[src/design/radv_pkg.sv]
package radv_pkg;

	localparam int COORD_BITS_DEF = 12;
	localparam int FRAME_W        = 13;
	localparam int STRENGTH_W     = 17;
	localparam int REACH_W        = 48;
	localparam int REACH_SPLIT    = 24;
	localparam int RATIO_SHIFT    = 32;
	localparam int CFG_DATA_W     = 48;
	localparam int CFG_IDX_W      = 2;
	localparam int LATENCY        = 7;

	localparam logic [16:0] ONE_Q16     = 17'h10000;
	localparam logic [15:0] HALF_Q16    = 16'h8000;
	localparam logic [31:0] ROUND_RATIO = 32'h8000_0000;

	typedef enum logic [CFG_IDX_W-1:0] {
		CFG_FRAME_WIDTH   = 2'd0,
		CFG_FRAME_HEIGHT  = 2'd1,
		CFG_STRENGTH      = 2'd2,
		CFG_INVERSE_REACH = 2'd3
	} cfg_idx_t;

	typedef struct packed {
		logic [FRAME_W-1:0]    frame_width;
		logic [FRAME_W-1:0]    frame_height;
		logic [STRENGTH_W-1:0] strength;
		logic [REACH_W-1:0]    inverse_reach;
		logic                  empty;
	} cfg_t;

	typedef struct packed {
		logic [7:0] red;
		logic [7:0] green;
		logic [7:0] blue;
		logic [7:0] alpha;
	} pixel_t;

	// width of an offset magnitude from the centre
	function automatic int mag_width(input int coord_bits);
		mag_width = (coord_bits + 1 > FRAME_W) ? coord_bits + 1 : FRAME_W;
	endfunction

	// width of the squared distance sum
	function automatic int dist_width(input int coord_bits);
		dist_width = 2 * mag_width(coord_bits) + 1;
	endfunction

endpackage

[src/design/radv_cfg.sv]
module radv_cfg (
	input  logic                                 clk,
	input  logic                                 arst_n,
	input  logic                                 wr_en,
	input  logic [radv_pkg::CFG_IDX_W-1:0]       wr_index,
	input  logic [radv_pkg::CFG_DATA_W-1:0]      wr_data,
	output radv_pkg::cfg_t                       cfg
);

	logic [radv_pkg::FRAME_W-1:0]    width_q;
	logic [radv_pkg::FRAME_W-1:0]    height_q;
	logic [radv_pkg::STRENGTH_W-1:0] strength_q;
	logic [radv_pkg::REACH_W-1:0]    reach_q;

	always_ff @(posedge clk or negedge arst_n) begin
		if (!arst_n) begin
			width_q    <= radv_pkg::FRAME_W'(1);
			height_q   <= radv_pkg::FRAME_W'(1);
			strength_q <= '0;
			reach_q    <= '0;
		end else if (wr_en) begin
			case (radv_pkg::cfg_idx_t'(wr_index))
				radv_pkg::CFG_FRAME_WIDTH: begin
					width_q <= wr_data[radv_pkg::FRAME_W-1:0];
				end
				radv_pkg::CFG_FRAME_HEIGHT: begin
					height_q <= wr_data[radv_pkg::FRAME_W-1:0];
				end
				radv_pkg::CFG_STRENGTH: begin
					strength_q <= wr_data[radv_pkg::STRENGTH_W-1:0];
				end
				radv_pkg::CFG_INVERSE_REACH: begin
					reach_q <= wr_data[radv_pkg::REACH_W-1:0];
				end
				default: begin
				end
			endcase
		end
	end

	always_comb begin
		cfg.frame_width   = width_q;
		cfg.frame_height  = height_q;
		cfg.strength      = (strength_q > radv_pkg::ONE_Q16) ? radv_pkg::ONE_Q16 : strength_q;
		cfg.inverse_reach = reach_q;
		cfg.empty         = (width_q == '0) || (height_q == '0);
	end

endmodule

[config.mk]
export PLATFORM = sky130hd
export DESIGN_NAME = radv_cfg
export DESIGN_NICKNAME = d
export VERILOG_FILES = /design/src/design/radv_pkg.sv /design/src/design/radv_cfg.sv
export SDC_FILE = /design/constraint.sdc
export NUM_CORES = 1
export LEC_CHECK = 0
export BUFFER_PORTS_ARGS = -buffer_cell sky130_fd_sc_hd__buf_2
export CELL_PAD_IN_SITES_DETAIL_PLACEMENT = 1
export CELL_PAD_IN_SITES_GLOBAL_PLACEMENT = 1
export CORE_ASPECT_RATIO = 1.5
export CORE_MARGIN = 3
export CORE_UTILIZATION = 41
export DETAILED_ROUTE_END_ITERATION = 8
export GPL_ROUTABILITY_DRIVEN = 0
export GPL_TIMING_DRIVEN = 0
export PLACE_DENSITY_LB_ADDON = 0.08
export SYNTH_ARGS = -nofsm -noshare
export SYNTH_HDL_FRONTEND = slang
export SYNTH_SLANG_ARGS = --single-unit
export TNS_END_PERCENT = 20
[constraint.sdc]
create_clock -name clk -period 2.4 [get_ports clk]
set_clock_uncertainty 0.15 [all_clocks]
set_input_delay 0.24 -clock clk [delete_from_list [all_inputs] [get_ports clk]]
set_output_delay 0.24 -clock clk [all_outputs]
set_load 0.01 [all_outputs]
---- Yosys cells after proc, flatten, opt, wreduce, memory -nomap -nowiden ----
Cells that the tools add are included.
word-level totals
  bits in registers ....................... 91
  output and inout bits ................... 92
  word-level logic and storage cells ...... 17
cells by class
  order comparisons ....................... 1
  equality and inequality tests ........... 3
  multiplexer cells ....................... 1
  reductions and logical operators ........ 8
operator list
  operator                                       count
  logical NOT 13 bit                             2
  > comparator 17 bit, second input constant     1
  two-way mux 17 bit                             1
  AND reduction 2 bit                            4
  == test 2 bit, second input constant           2
  == test 2 x 1 -> 1 bit, second input constant  1
  logical NOT 2 bit                              1
  logical OR 1 bit                               1

---- Longest topological paths before layout ----
Gate-level depths: netlist of the first run.
  depth after elaboration ................. 2
  gate-level depth with buffers ........... 4
  depth with buffers taken out ............ 3

---- Worst setup path after synthesis of the first run ----
OpenSTA, ideal clock, no wires.
  kind .................................... register -> output
  from .................................... reg strength_q[5] (netlist name)
  to ...................................... out cfg[51] (netlist name)
  arrival time ............................ 1.216 ns
  required time ........................... 2.010 ns
  slack ................................... 0.794 ns
  stages on the path, launching flop included .. 4
  path buffers ............................ 0
  cell sequence ........................... dfrtp_1 > nor4_1 > a41oi_1 > and2b_1
RTL lines
  item                    line            RTL
  from (decl)             radv_cfg.sv:12  logic [radv_pkg::STRENGTH_W-1:0] strength_q;
  from (signal assigned)  radv_cfg.sv:30  strength_q <= wr_data[radv_pkg::STRENGTH_W-1:0];
  to (decl)               radv_cfg.sv:7   output radv_pkg::cfg_t cfg

==> reports/summary.txt, run 1 <==
Status: finished clean
Worst Setup Path Type: reg2out
TritonCTS Buffers: 9
# placed instances: 480
Int Pwr: 0.003236 W
Max transition margin: 64.32%
Vias post-DR: 2635
Clock latency on the worst-skew pair: 0.33 ns
Slowest CP cell: dfrtp_1
Post-Route WL: 10.03 mm
Maximum vdd drop: 550.5 uV
Area grow syn2layout: 43.56%
Net Sw Frac: 27.16%
Synth unique cells: 21
Synthesized cell area: 3602 sq um
Layout cell share with drive strength beyond 1: 61.97%
Power Density: 859.0 nW/um^2
NumNets Final: 475
Die X: 82.53 um
Clock power frac: 31.4%
Hold endpoint: strength_q[1]$_DFFE_PN0P_
Sequential area share after synthesis: 63.29%
Fmax: 445.0 MHz
Sw Pwr: 0.001206 W
Setup TNS: 0 ns
Total GRT Usage: 21.27%
Crit-path cells: nor4_1 > a41oi_2 > buf_4 > nor2b_1 > buf_2
H-tree level count: 3
Die H: 120.8 um
Vias in the first global route: 2975
Flop pwr share: 45.6%
YS warnings: 0
Largest delay contributor family on the critical path: simple AND/OR/NAND/NOR gates
Worst R2R Start: strength_q[16]$_DFFE_PN0P_
R2r worst-path depth: 1
Worst Hold Depth: 2
Final slew viol count: 0
Root Driver: clkbuf_16
Slew at the pin closest to its max-slew limit: 0.5353 ns
Post-Synthesis Net Count: 281
Critical Path Fanout Max: 8
Crit path time final: 2.247 ns
Total of max-cap violations: 0
Internal reg-to-reg setup slack: 1.36 ns
DRT Pass-1 Iters: 4
Buf/Inv on CP: 2
Initial antenna violation count: 0
Hold Crit Class: in2reg
Core Region: 8464 sq um
Iter 0 DRT Violations: 67
DR WL/cell: 18.82 um
Total clock sinks: 91
Worst Hold Launch: wr_data[1]
Final hold violations: 0
Leakage: 2.489 nW
First-pass GRT wire length: 15.61 mm
Row cnt: 41
Avg Cell Area, Syn: 15.80 sq um
I/O Buffers: 144
Endpoints failing setup: 0
CP peak stage delay: 0.39 ns
Area leader, netlist: dfrtp_1
Dpl hpwl: 6.968 mm
Worst Path Arrival: 1.86 ns
Top cells by area, synth: dfrtp_1, mux2_2, nor2b_1
Tcrit/Tclk final: 93.63%
Mapped Cells: 228
Num ports: 145
Post-DRT Antenna Nets: 0
Worst-path clk slew: 0.06 ns
Worst hold margin: 0.05350 ns
Total congestion overflow: 0
Number of antenna diodes: 0
Req. time, crit path: 2.01 ns
Fin cells: 533
Top-area cell type share of the netlist area: 61.83%
Largest net degree at the start of global routing: 53
Longest Clk Path Bufs: 2
DRC errors left: 0
CP startpoint kind: flop
Reg-to-Reg End: strength_q[16]$_DFFE_PN0P_
Vias/cell: 4.944
DIE AREA: 9970 sq um
Initial Util: 42.56%
Post-synthesis register bit count: 91
CTS tree: yes
Combinational fraction of design power: 23.0%
CP endpoint kind: output port
==> cell usage in the layout (no fill, tap or decap) <==
cell	n
nand2_1	1
nand3b_2	1
nor4_2	1
dlygate4sd3_1	36
nor2b_1	11
buf_16	1
bufinv_16	1
nor3b_2	1
a41oi_2	1
nor2_1	2
buf_2	148
clkbuf_16	9
buf_6	2
nand4_1	2
inv_1	1
clkinv_2	1
nor3_1	2
dfrtp_1	89
dfstp_2	2
clkbuf_8	2
and2b_1	5
mux2_1	1
nand3b_1	1
clkbuf_1	3
nor4_1	7
buf_4	4
mux2_2	90
nand3_1	1
==> state kept, by name (all words and copies together) (netlist names) <==
register / count
height_q: 13
width_q: 13
strength_q: 17
reach_q: 48
==> layout make-up <==
class	instances	area [sq um]
Buffer	9	58.81
Clock buffer	13	260.3
Clock inverter	2	35.03
Fill cell	876	3293
Inverter	1	3.754
Multi-Input combinational cell	127	1274
Sequential cell	91	2280
Tap cell	107	133.9
Timing Repair Buffer	183	1126
==> Yosys cell counts <==
library cell	n
mux2_2	90
dfrtp_1	89
nor2b_1	11
nor4_1	8
and2b_1	5
buf_2	5
buf_6	2
dfstp_2	2
nand4_1	2
nor2_1	2
nor3_1	2
a41oi_1	1
buf_4	1
clkbuf_1	1
inv_1	1
mux2_1	1
nand2_1	1
nand3_1	1
nand3b_1	1
nand3b_2	1
nor3b_2	1
==> per-layer routing <==
| layer | share of wire (%) | wire length (um) | global-route usage [%] |
|---|---|---|---|
| met2 | 55 | 5468 | 37.50 |
| met3 | 6.5 | 654 | 6.110 |
| met1 | 37 | 3745 | 23.72 |
| met4 | 1.6 | 162 | 7.669 |
| met5 | 0 | 0 | 0 |
==> worst max-delay path by stage <==
stage	depth (start not counted)	slack, ns	endpoint	startpoint
2_1_floorplan	3	0.79	cfg[51]	strength_q[5]$_DFFE_PN0P_
3_3_place_gp	1	0.08	reach_q[24]$_DFFE_PN0P_	arst_n
3_5_place_dp	4	0.38	cfg[61]	strength_q[0]$_DFFE_PN0P_
4_1_cts	4	0.03	cfg[61]	strength_q[1]$_DFFE_PN0P_
5_1_grt	5	-0.03	cfg[57]	strength_q[13]$_DFFE_PN0P_
6_report	5	0.15	cfg[60]	strength_q[13]$_DFFE_PN0P_
==> cell families (layout without fill, tap and decap cells) <==
group | after synthesis | in the layout | synth area share (%)
multiplexers | 91 | 91 | 28.45
AND/OR/NAND/NOR | 35 | 35 | 6.287
flip-flops | 91 | 91 | 63.29
buffers and inverters | 10 | 208 | 1.736
AO/OA/AOI/OAI | 1 | 1 | 0.2432
==> per-stage QoR <==
stage	instance area (sq um)	worst slack, ns	util (%)	power (W)
final	5171	0.1528	61.09	0.004442
after global routing	5171	-0.02686	61.09	0.004685
after CTS	5140	0.03161	60.72	0.004485
after detailed placement	4487	0.3770	53.01	0.003024
after global placement	4457	0.08146	52.65	0.002973
after floorplan	3602	0.7939	-	0.002514
==> what timing repair did <==
action,in CTS,in global routing
setup endpoints to repair,1,7
endpoints found under the hold margin,72,1
buffers inserted,0,2
pin swaps,0,1
hold buffers,35,1
resized for setup,1,1
==> power groups by stage <==
stage	sequential, W	combinational [W]	clock, W
6_report	0.00203	0.00102	0.00139
5_1_grt	0.00206	0.00112	0.00150
4_1_cts	0.00202	0.00103	0.00144
3_5_place_dp	0.00205	0.000975	0
3_3_place_gp	0.00203	0.000944	0
2_1_floorplan	0.00213	0.000386	0
No activity file was read; power rests on OpenSTA's default activity.
==> run 2, diff against run 1 <==
--- a/config.mk
+++ b/config.mk
@@ -10,7 +10,7 @@
 export CELL_PAD_IN_SITES_GLOBAL_PLACEMENT = 1
 export CORE_ASPECT_RATIO = 1.5
 export CORE_MARGIN = 3
-export CORE_UTILIZATION = 41
+export CORE_UTILIZATION = 38
 export DETAILED_ROUTE_END_ITERATION = 8
 export GPL_ROUTABILITY_DRIVEN = 0
 export GPL_TIMING_DRIVEN = 0
==> constraint.sdc (replaced) <==
create_clock -name clk -period 2.3 [get_ports clk]
set_clock_uncertainty 0.15 [all_clocks]
set_input_delay 0.23 -clock clk [delete_from_list [all_inputs] [get_ports clk]]
set_output_delay 0.23 -clock clk [all_outputs]
set_load 0.01 [all_outputs]
==> run 2 against run 1 <==
  * Non-clock buffer count fell by 2
  * Sequential share of layout area decreased by 0.68 points
  * Critical path depth is 1 lower
  * Clock power increased by 24%
  * Design area grew 1.6%
  * Die area grew 7.4%
  * Core utilization shrank 3.0 points
  * Global-route usage is 1.3 points lower
  * Via count hardly changed
  * Largest power group unchanged
==> reports/summary.txt, run 2 (synthesis results as in run 1) <==
DRC errors left: 0 (unchanged)
Hold Crit Class: in2reg (unchanged)
Buf/Inv on CP: 1 (was 2)
Net Sw Frac: 27.51% (was 27.16%)
Crit path setup slack, layout: 0.05893 ns (was 0.1528 ns)
Layout cell share with drive strength beyond 1: 63.15% (was 61.97%)
Worst Hold Depth: 2 (unchanged)
First-pass GRT wire length: 16.44 mm (was 15.61 mm)
Setup TNS: 0 ns (unchanged)
Int Pwr: 0.003570 W (was 0.003236 W)
CTS tree: yes (unchanged)
Vias/cell: 4.918 (was 4.944)
Sw Pwr: 0.001355 W (was 0.001206 W)
Post-DRT Antenna Nets: 0 (unchanged)
Dpl hpwl: 6.951 mm (was 6.968 mm)
Flop pwr share: 43.3% (was 45.6%)
Max reg flops: 48 (unchanged)
Final hold violations: 0 (unchanged)
Commonest cells after routing, fill and taps aside: buf_2, mux2_2, dfrtp_1, dlygate4sd3_1, nor2b_1 (unchanged)
Longest Clk Path Bufs: 2 (unchanged)
CP endpoint kind: output port (unchanged)
Area grow syn2layout: 45.81% (was 43.56%)
Die X: 85.50 um (was 82.53 um)
Worst Path Arrival: 1.86 ns (about the same)
DRT Pass-1 Iters: 3 (was 4)
R2r worst-path depth: 1 (unchanged)
Req. time, crit path: 1.92 ns (was 2.01 ns)
I/O Buffers: 144 (unchanged)
CP peak stage delay: 0.47 ns (was 0.39 ns)
Crit-path cells: nor4_2 > a41oi_2 > and2b_1 > buf_2 (was nor4_1 > a41oi_2 > buf_4 > nor2b_1 > buf_2)
Clock latency on the worst-skew pair: 0.34 ns (was 0.33 ns)
Slowest CP cell: nor4_2 (was dfrtp_1)
Leakage: 2.496 nW (was 2.489 nW)
TritonCTS Buffers: 9 (unchanged)
NumNets Final: 474 (was 475)
CP Depth: 4 (was 5)
DIE AREA: 10710 sq um (was 9970 sq um)
Maximum vdd drop: 529.4 uV (was 550.5 uV)
Initial Util: 39.85% (was 42.56%)
Largest net degree at the start of global routing: 51 (was 53)
Power Density: 937.8 nW/um^2 (was 859.0 nW/um^2)
Worst-path clk slew: 0.07 ns (was 0.06 ns)
DR WL/cell: 19.43 um (was 18.82 um)
Slew at the pin closest to its max-slew limit: 0.6763 ns (was 0.5353 ns)
Tcrit/Tclk final: 97.44%
Status: finished clean (unchanged)
Critical Path Fanout Max: 5 (was 8)
Iter 0 DRT Violations: 73 (was 67)
Max transition margin: 54.91% (was 64.32%)
CP startpoint kind: flop (unchanged)
Worst Setup Path Type: reg2out (unchanged)
Largest delay contributor family on the critical path: simple AND/OR/NAND/NOR gates (unchanged)
Num ports: 145 (unchanged)
Vias post-DR: 2636 (was 2635)
Largest regs: reach_q: 48 flops, strength_q: 17 flops (unchanged)
Total GRT Usage: 19.94% (was 21.27%)
# placed instances: 483 (was 480)
RSZ-0062 raised after global routing: no
Final Util: 58.11% (was 61.09%)
Core Region: 9039 sq um (was 8464 sq um)
Most common cell after layout, fill and taps aside: buf_2 (unchanged)
Pre-CTS WS: 0.2831 ns (was 0.3770 ns)
Die H: 125.2 um (was 120.8 um)
Clock power frac: 34.9% (was 31.4%)
Seq. cell area: 2280 sq um (unchanged)
Initial antenna violation count: 0 (unchanged)
Combinational fraction of design power: 21.8% (was 23.0%)
Total clock sinks: 91 (unchanged)
Fin cells: 536 (was 533)
Final slew viol count: 0 (unchanged)
Total congestion overflow: 0 (unchanged)
Fmax: 446.2 MHz
Crit path time final: 2.241 ns
Endpoints failing setup: 0 (unchanged)
Post-Route WL: 10.42 mm (was 10.03 mm)
Final-layout fill cell count: 921 (was 876)
Number of antenna diodes: 0 (unchanged)
Vias in the first global route: 3111 (was 2975)
Total of max-cap violations: 0 (unchanged)
H-tree level count: 3 (unchanged)
Row cnt: 42 (was 41)
Multi-input logic area: 1318 sq um (was 1274 sq um)
Root Driver: clkbuf_16 (unchanged)
Largest register by flop count: reach_q (unchanged)
-- run 2: cell types whose count changed in the layout (fill, tap and decap cells not counted), sizes merged --
| cell | previous run | this run |
|---|---|---|
| clkinvlp | 0 | 3 |
| buf | 155 | 153 |
| a41oi | 1 | 2 |
| clkinv | 1 | 0 |
| bufinv | 1 | 3 |
| clkbuf | 14 | 11 |
-- run 2: cell type report --
cell class | count | share of cell area (%)
plain buffers | 9 | 1.120
flip-flops and latches | 91 | 43.40
well taps | 110 | 2.620
repair buffers | 181 | 21.01
clock inverters | 6 | 2.144
clock buffers | 10 | 4.550
multi-input cells | 128 | 25.08
inverters | 1 | 0.07146
-- run 2: metrics by stage --
step | hold slack (ns) | area, sq um | power [W]
after global routing | 0.02365 | 5253 | 0.005177
final | 0.02846 | 5253 | 0.004926
after global placement | 0.3113 | 4461 | 0.003109
after CTS | 0.01056 | 5209 | 0.004948
after detailed placement | 0.1641 | 4483 | 0.003154
after floorplan | -0.2156 | 3602 | 0.002623
-- run 2: final timing paths --
kind | start | end | slack, ns
hold reg to reg | reach_q[10]$_DFFE_PN0P_ | reach_q[10]$_DFFE_PN0P_ | 0.35
setup reg to reg | strength_q[16]$_DFFE_PN0P_ | strength_q[16]$_DFFE_PN0P_ | 1.25
setup / recovery | strength_q[5]$_DFFE_PN0P_ | cfg[61] | 0.06
hold / removal | wr_data[0] | strength_q[0]$_DFFE_PN0P_ | 0.03
min in group asynchronous | arst_n | height_q[8]$_DFFE_PN0P_ | 0.32
max in group asynchronous | arst_n | width_q[0]$_DFFE_PN1P_ | 0.96
-- run 2: power by group through the flow --
stage	Sequential (W)	Combinational [W]	Clock, W
3_3_place_gp	0.00212	0.000985	0
2_1_floorplan	0.00222	0.000403	0
3_5_place_dp	0.00214	0.00102	0
5_1_grt	0.00217	0.00116	0.00184
6_report	0.00213	0.00107	0.00172
4_1_cts	0.00212	0.00107	0.00176
-- run 2: what timing repair did --
action                     4_1_cts  5_1_grt
pin swaps                        0        1
gates resized for setup          2        5
setup endpoints to repair       10       10
setup buffers                    0        0
cloned                           0        1
hold endpoints to repair        88        0
hold buffers                    36        0
-- run 2: layer usage --
metal / track usage [%] / vias up / wire [um]
met5: 0 / - / 0
met4: 6.710 / 0 / 117
met3: 5.859 / 8 / 735
met2: 35.90 / 98 / 5711
met1: 22.06 / 1322 / 3853
li1: - / 1208 / -
==> run 3, diff against run 2 <==
--- a/config.mk
+++ b/config.mk
@@ -10,7 +10,7 @@
 export CELL_PAD_IN_SITES_GLOBAL_PLACEMENT = 1
 export CORE_ASPECT_RATIO = 1.5
 export CORE_MARGIN = 3
-export CORE_UTILIZATION = 38
+export CORE_UTILIZATION = 34
 export DETAILED_ROUTE_END_ITERATION = 8
 export GPL_ROUTABILITY_DRIVEN = 0
 export GPL_TIMING_DRIVEN = 0
==> constraint.sdc (replaced) <==
create_clock -name clk -period 1.8 [get_ports clk]
set_clock_uncertainty 0.15 [all_clocks]
set_input_delay 0.18 -clock clk [delete_from_list [all_inputs] [get_ports clk]]
set_output_delay 0.18 -clock clk [all_outputs]
set_load 0.01 [all_outputs]
==> run 3 against run 2 <==
  * The run now ends with setup timing left
  * Wire length shrank 4.2%
  * Sequential power grew 29%
  * Sequential cell count is the same
  * Sequential share of layout area shrank 0.64 points
  * Global-route usage shrank 2.5 points
  * Power grew 20%
  * Hold slack lost 0.023 ns
  * Critical path depth is the same
  * Critical path type unchanged
==> reports/summary.txt, run 3 (synthesis results as in run 1) <==
Area grow syn2layout: 48.00% (was 45.81%)
Root Driver: clkbuf_16 (unchanged)
Initial Util: 35.15% (was 39.85%)
DIE AREA: 11890 sq um (was 10710 sq um)
Worst Path Arrival: 1.75 ns (was 1.86 ns)
# placed instances: 514 (was 483)
Final hold violations: 0 (unchanged)
TritonCTS Buffers: 9 (unchanged)
Num ports: 145 (unchanged)
Critical Path Fanout Max: 5 (unchanged)
Worst-path clk slew: 0.07 ns (about the same)
CP startpoint kind: flop (unchanged)
Core Region: 10250 sq um (was 9039 sq um)
Worst Setup Path Type: reg2out (unchanged)
Largest delay contributor family on the critical path: simple AND/OR/NAND/NOR gates (unchanged)
NumNets Final: 479 (was 474)
CP endpoint kind: output port (unchanged)
Leakage: 2.502 nW (was 2.496 nW)
Longest Clk Path Bufs: 2 (unchanged)
Buf/Inv on CP: 1 (unchanged)
Final slew viol count: 0 (unchanged)
Seq. cell area: 2280 sq um (unchanged)
Largest regs: reach_q: 48 flops, strength_q: 17 flops (unchanged)
Total design power: 0.005925 W (was 0.004926 W)
Total congestion overflow: 0 (unchanged)
Vias in the first global route: 2988 (was 3111)
Number of antenna diodes: 0 (unchanged)
Total GRT Usage: 17.42% (was 19.94%)
H-tree level count: 3 (unchanged)
DR WL/cell: 17.44 um (was 19.43 um)
Crit path time final: 2.076 ns
Total of max-cap violations: 0 (unchanged)
Iter 0 DRT Violations: 54 (was 73)
Worst hold margin: 0.005533 ns (was 0.02846 ns)
Slew at the pin closest to its max-slew limit: 0.6491 ns (was 0.6763 ns)
Post-Route WL: 9.978 mm (was 10.42 mm)
M1 GR Usage: 18.84% (was 22.06%)
Largest register by flop count: reach_q (unchanged)
Failing checks: setup timing
Max reg flops: 48 (unchanged)
Crit path setup slack, layout: -0.2760 ns (was 0.05893 ns)
Multi-input logic area: 1365 sq um (was 1318 sq um)
Power Density: 1111 nW/um^2 (was 937.8 nW/um^2)
Max transition margin: 56.73% (was 54.91%)
Row cnt: 45 (was 42)
Slowest CP cell: dfrtp_1 (was nor4_2)
Vias post-DR: 2673 (was 2636)
DRC errors left: 0 (unchanged)
Met2 Use GR: 31.56% (was 35.90%)
Maximum vdd drop: 574.5 uV (was 529.4 uV)
Total clock sinks: 91 (unchanged)
DRT Pass-1 Iters: 2 (was 3)
Met3 usage: 4.226% (was 5.859%)
Fmax: 481.7 MHz
CP peak stage delay: 0.42 ns (was 0.47 ns)
RSZ-0062 raised after global routing: yes (was no)
Layout cell share with drive strength beyond 1: 63.11% (was 63.15%)
Fin cells: 572 (was 536)
Dpl hpwl: 6.964 mm (was 6.951 mm)
Crit-path cells: nor4_4 > a41oi_2 > and2b_1 > buf_2 (was nor4_2 > a41oi_2 > and2b_1 > buf_2)
Vias/cell: 4.673 (was 4.918)
I/O Buffers: 144 (unchanged)
Most common cell after layout, fill and taps aside: buf_2 (unchanged)
First-pass GRT wire length: 16.13 mm (was 16.44 mm)
Clock latency on the worst-skew pair: 0.34 ns (about the same)
GR peak layer: met2 (unchanged)
Die H: 132.1 um (was 125.2 um)
Post-DRT Antenna Nets: 0 (unchanged)
Status: finished with violations (was finished clean)
CTS tree: yes (unchanged)
Tcrit/Tclk final: 115.3%
Final-layout fill cell count: 1105 (was 921)
Initial antenna violation count: 0 (unchanged)
Req. time, crit path: 1.47 ns (was 1.92 ns)
Endpoints failing setup: 11 (was 0)
Die X: 90.04 um (was 85.50 um)
Largest net degree at the start of global routing: 50 (was 51)
Hold Crit Class: in2reg (unchanged)
Commonest cells after routing, fill and taps aside: buf_2, mux2_2, dfrtp_1, dlygate4sd3_1, nor2b_1 (unchanged)
## run 3: changes by cell type in the layout (fill, tap and decap cells not counted), sizes merged
cell / change
clkinvlp: -1
clkinv: +3
inv: +1
bufinv: -3
buf: +1
dlygate4sd3: +4
## run 3: layout make-up
| cell class | count | area share, % |
|---|---|---|
| Tap cell | 141 | 3.309 |
| Multi-Input combinational cell | 128 | 25.60 |
| Buffer | 9 | 1.103 |
| Timing Repair Buffer | 186 | 21.73 |
| Clock inverter | 6 | 0.9387 |
| Sequential cell | 91 | 42.76 |
| Clock buffer | 10 | 4.483 |
| Inverter | 1 | 0.07041 |
## run 3: path summary, 6_finish.rpt
kind,depth (start not counted),endpoint,startpoint,slack (ns)
max,4,cfg[51],strength_q[8]$_DFFE_PN0P_,-0.28
min,2,height_q[0]$_DFFE_PN1P_,wr_data[0],0.006
max reg2reg,2,strength_q[13]$_DFFE_PN0P_,strength_q[13]$_DFFE_PN0P_,0.72
min reg2reg,1,reach_q[19]$_DFFE_PN0P_,reach_q[19]$_DFFE_PN0P_,0.35
max in group asynchronous,3,reach_q[23]$_DFFE_PN0P_,arst_n,0.59
min in group asynchronous,2,height_q[10]$_DFFE_PN0P_,arst_n,0.26
## run 3: routing by layer
| layer | vias up | share of wire [%] |
|---|---|---|
| met5 | - | 0 |
| met4 | 0 | 2.9 |
| met3 | 20 | 5.7 |
| met2 | 96 | 55 |
| met1 | 1342 | 36 |
| li1 | 1215 | - |
## run 3: repair_timing
action | CTS | global route
gates cloned | 1 | 0
setup endpoints to repair | 11 | 11
hold endpoints to repair | 97 | 0
hold buffers | 40 | 0
buffers inserted | 0 | 1
pin swaps | 4 | 3
gates resized for setup | 12 | 1
## run 3: through the flow
stage	setup WS, ns	TNS, ns	cell area (sq um)	utilization, %
6_report	-0.2760	-2.411	5331	52.03
5_1_grt	-0.3546	-3.239	5331	52.03
4_1_cts	-0.2922	-2.544	5318	51.89
3_5_place_dp	-0.1473	-0.8940	4529	44.20
3_3_place_gp	-0.5305	-47.89	4499	43.91
2_1_floorplan	0.2539	0	3602	-
## run 3: report_power, final
group          switching (W)  internal [W]  total [W]  leakage [nW]
Clock               0.000817      0.000986    0.00180         0.135
Sequential          0.000295       0.00244    0.00274          1.07
Combinational       0.000638      0.000749    0.00139          1.29
Total                0.00175       0.00417    0.00592          2.50
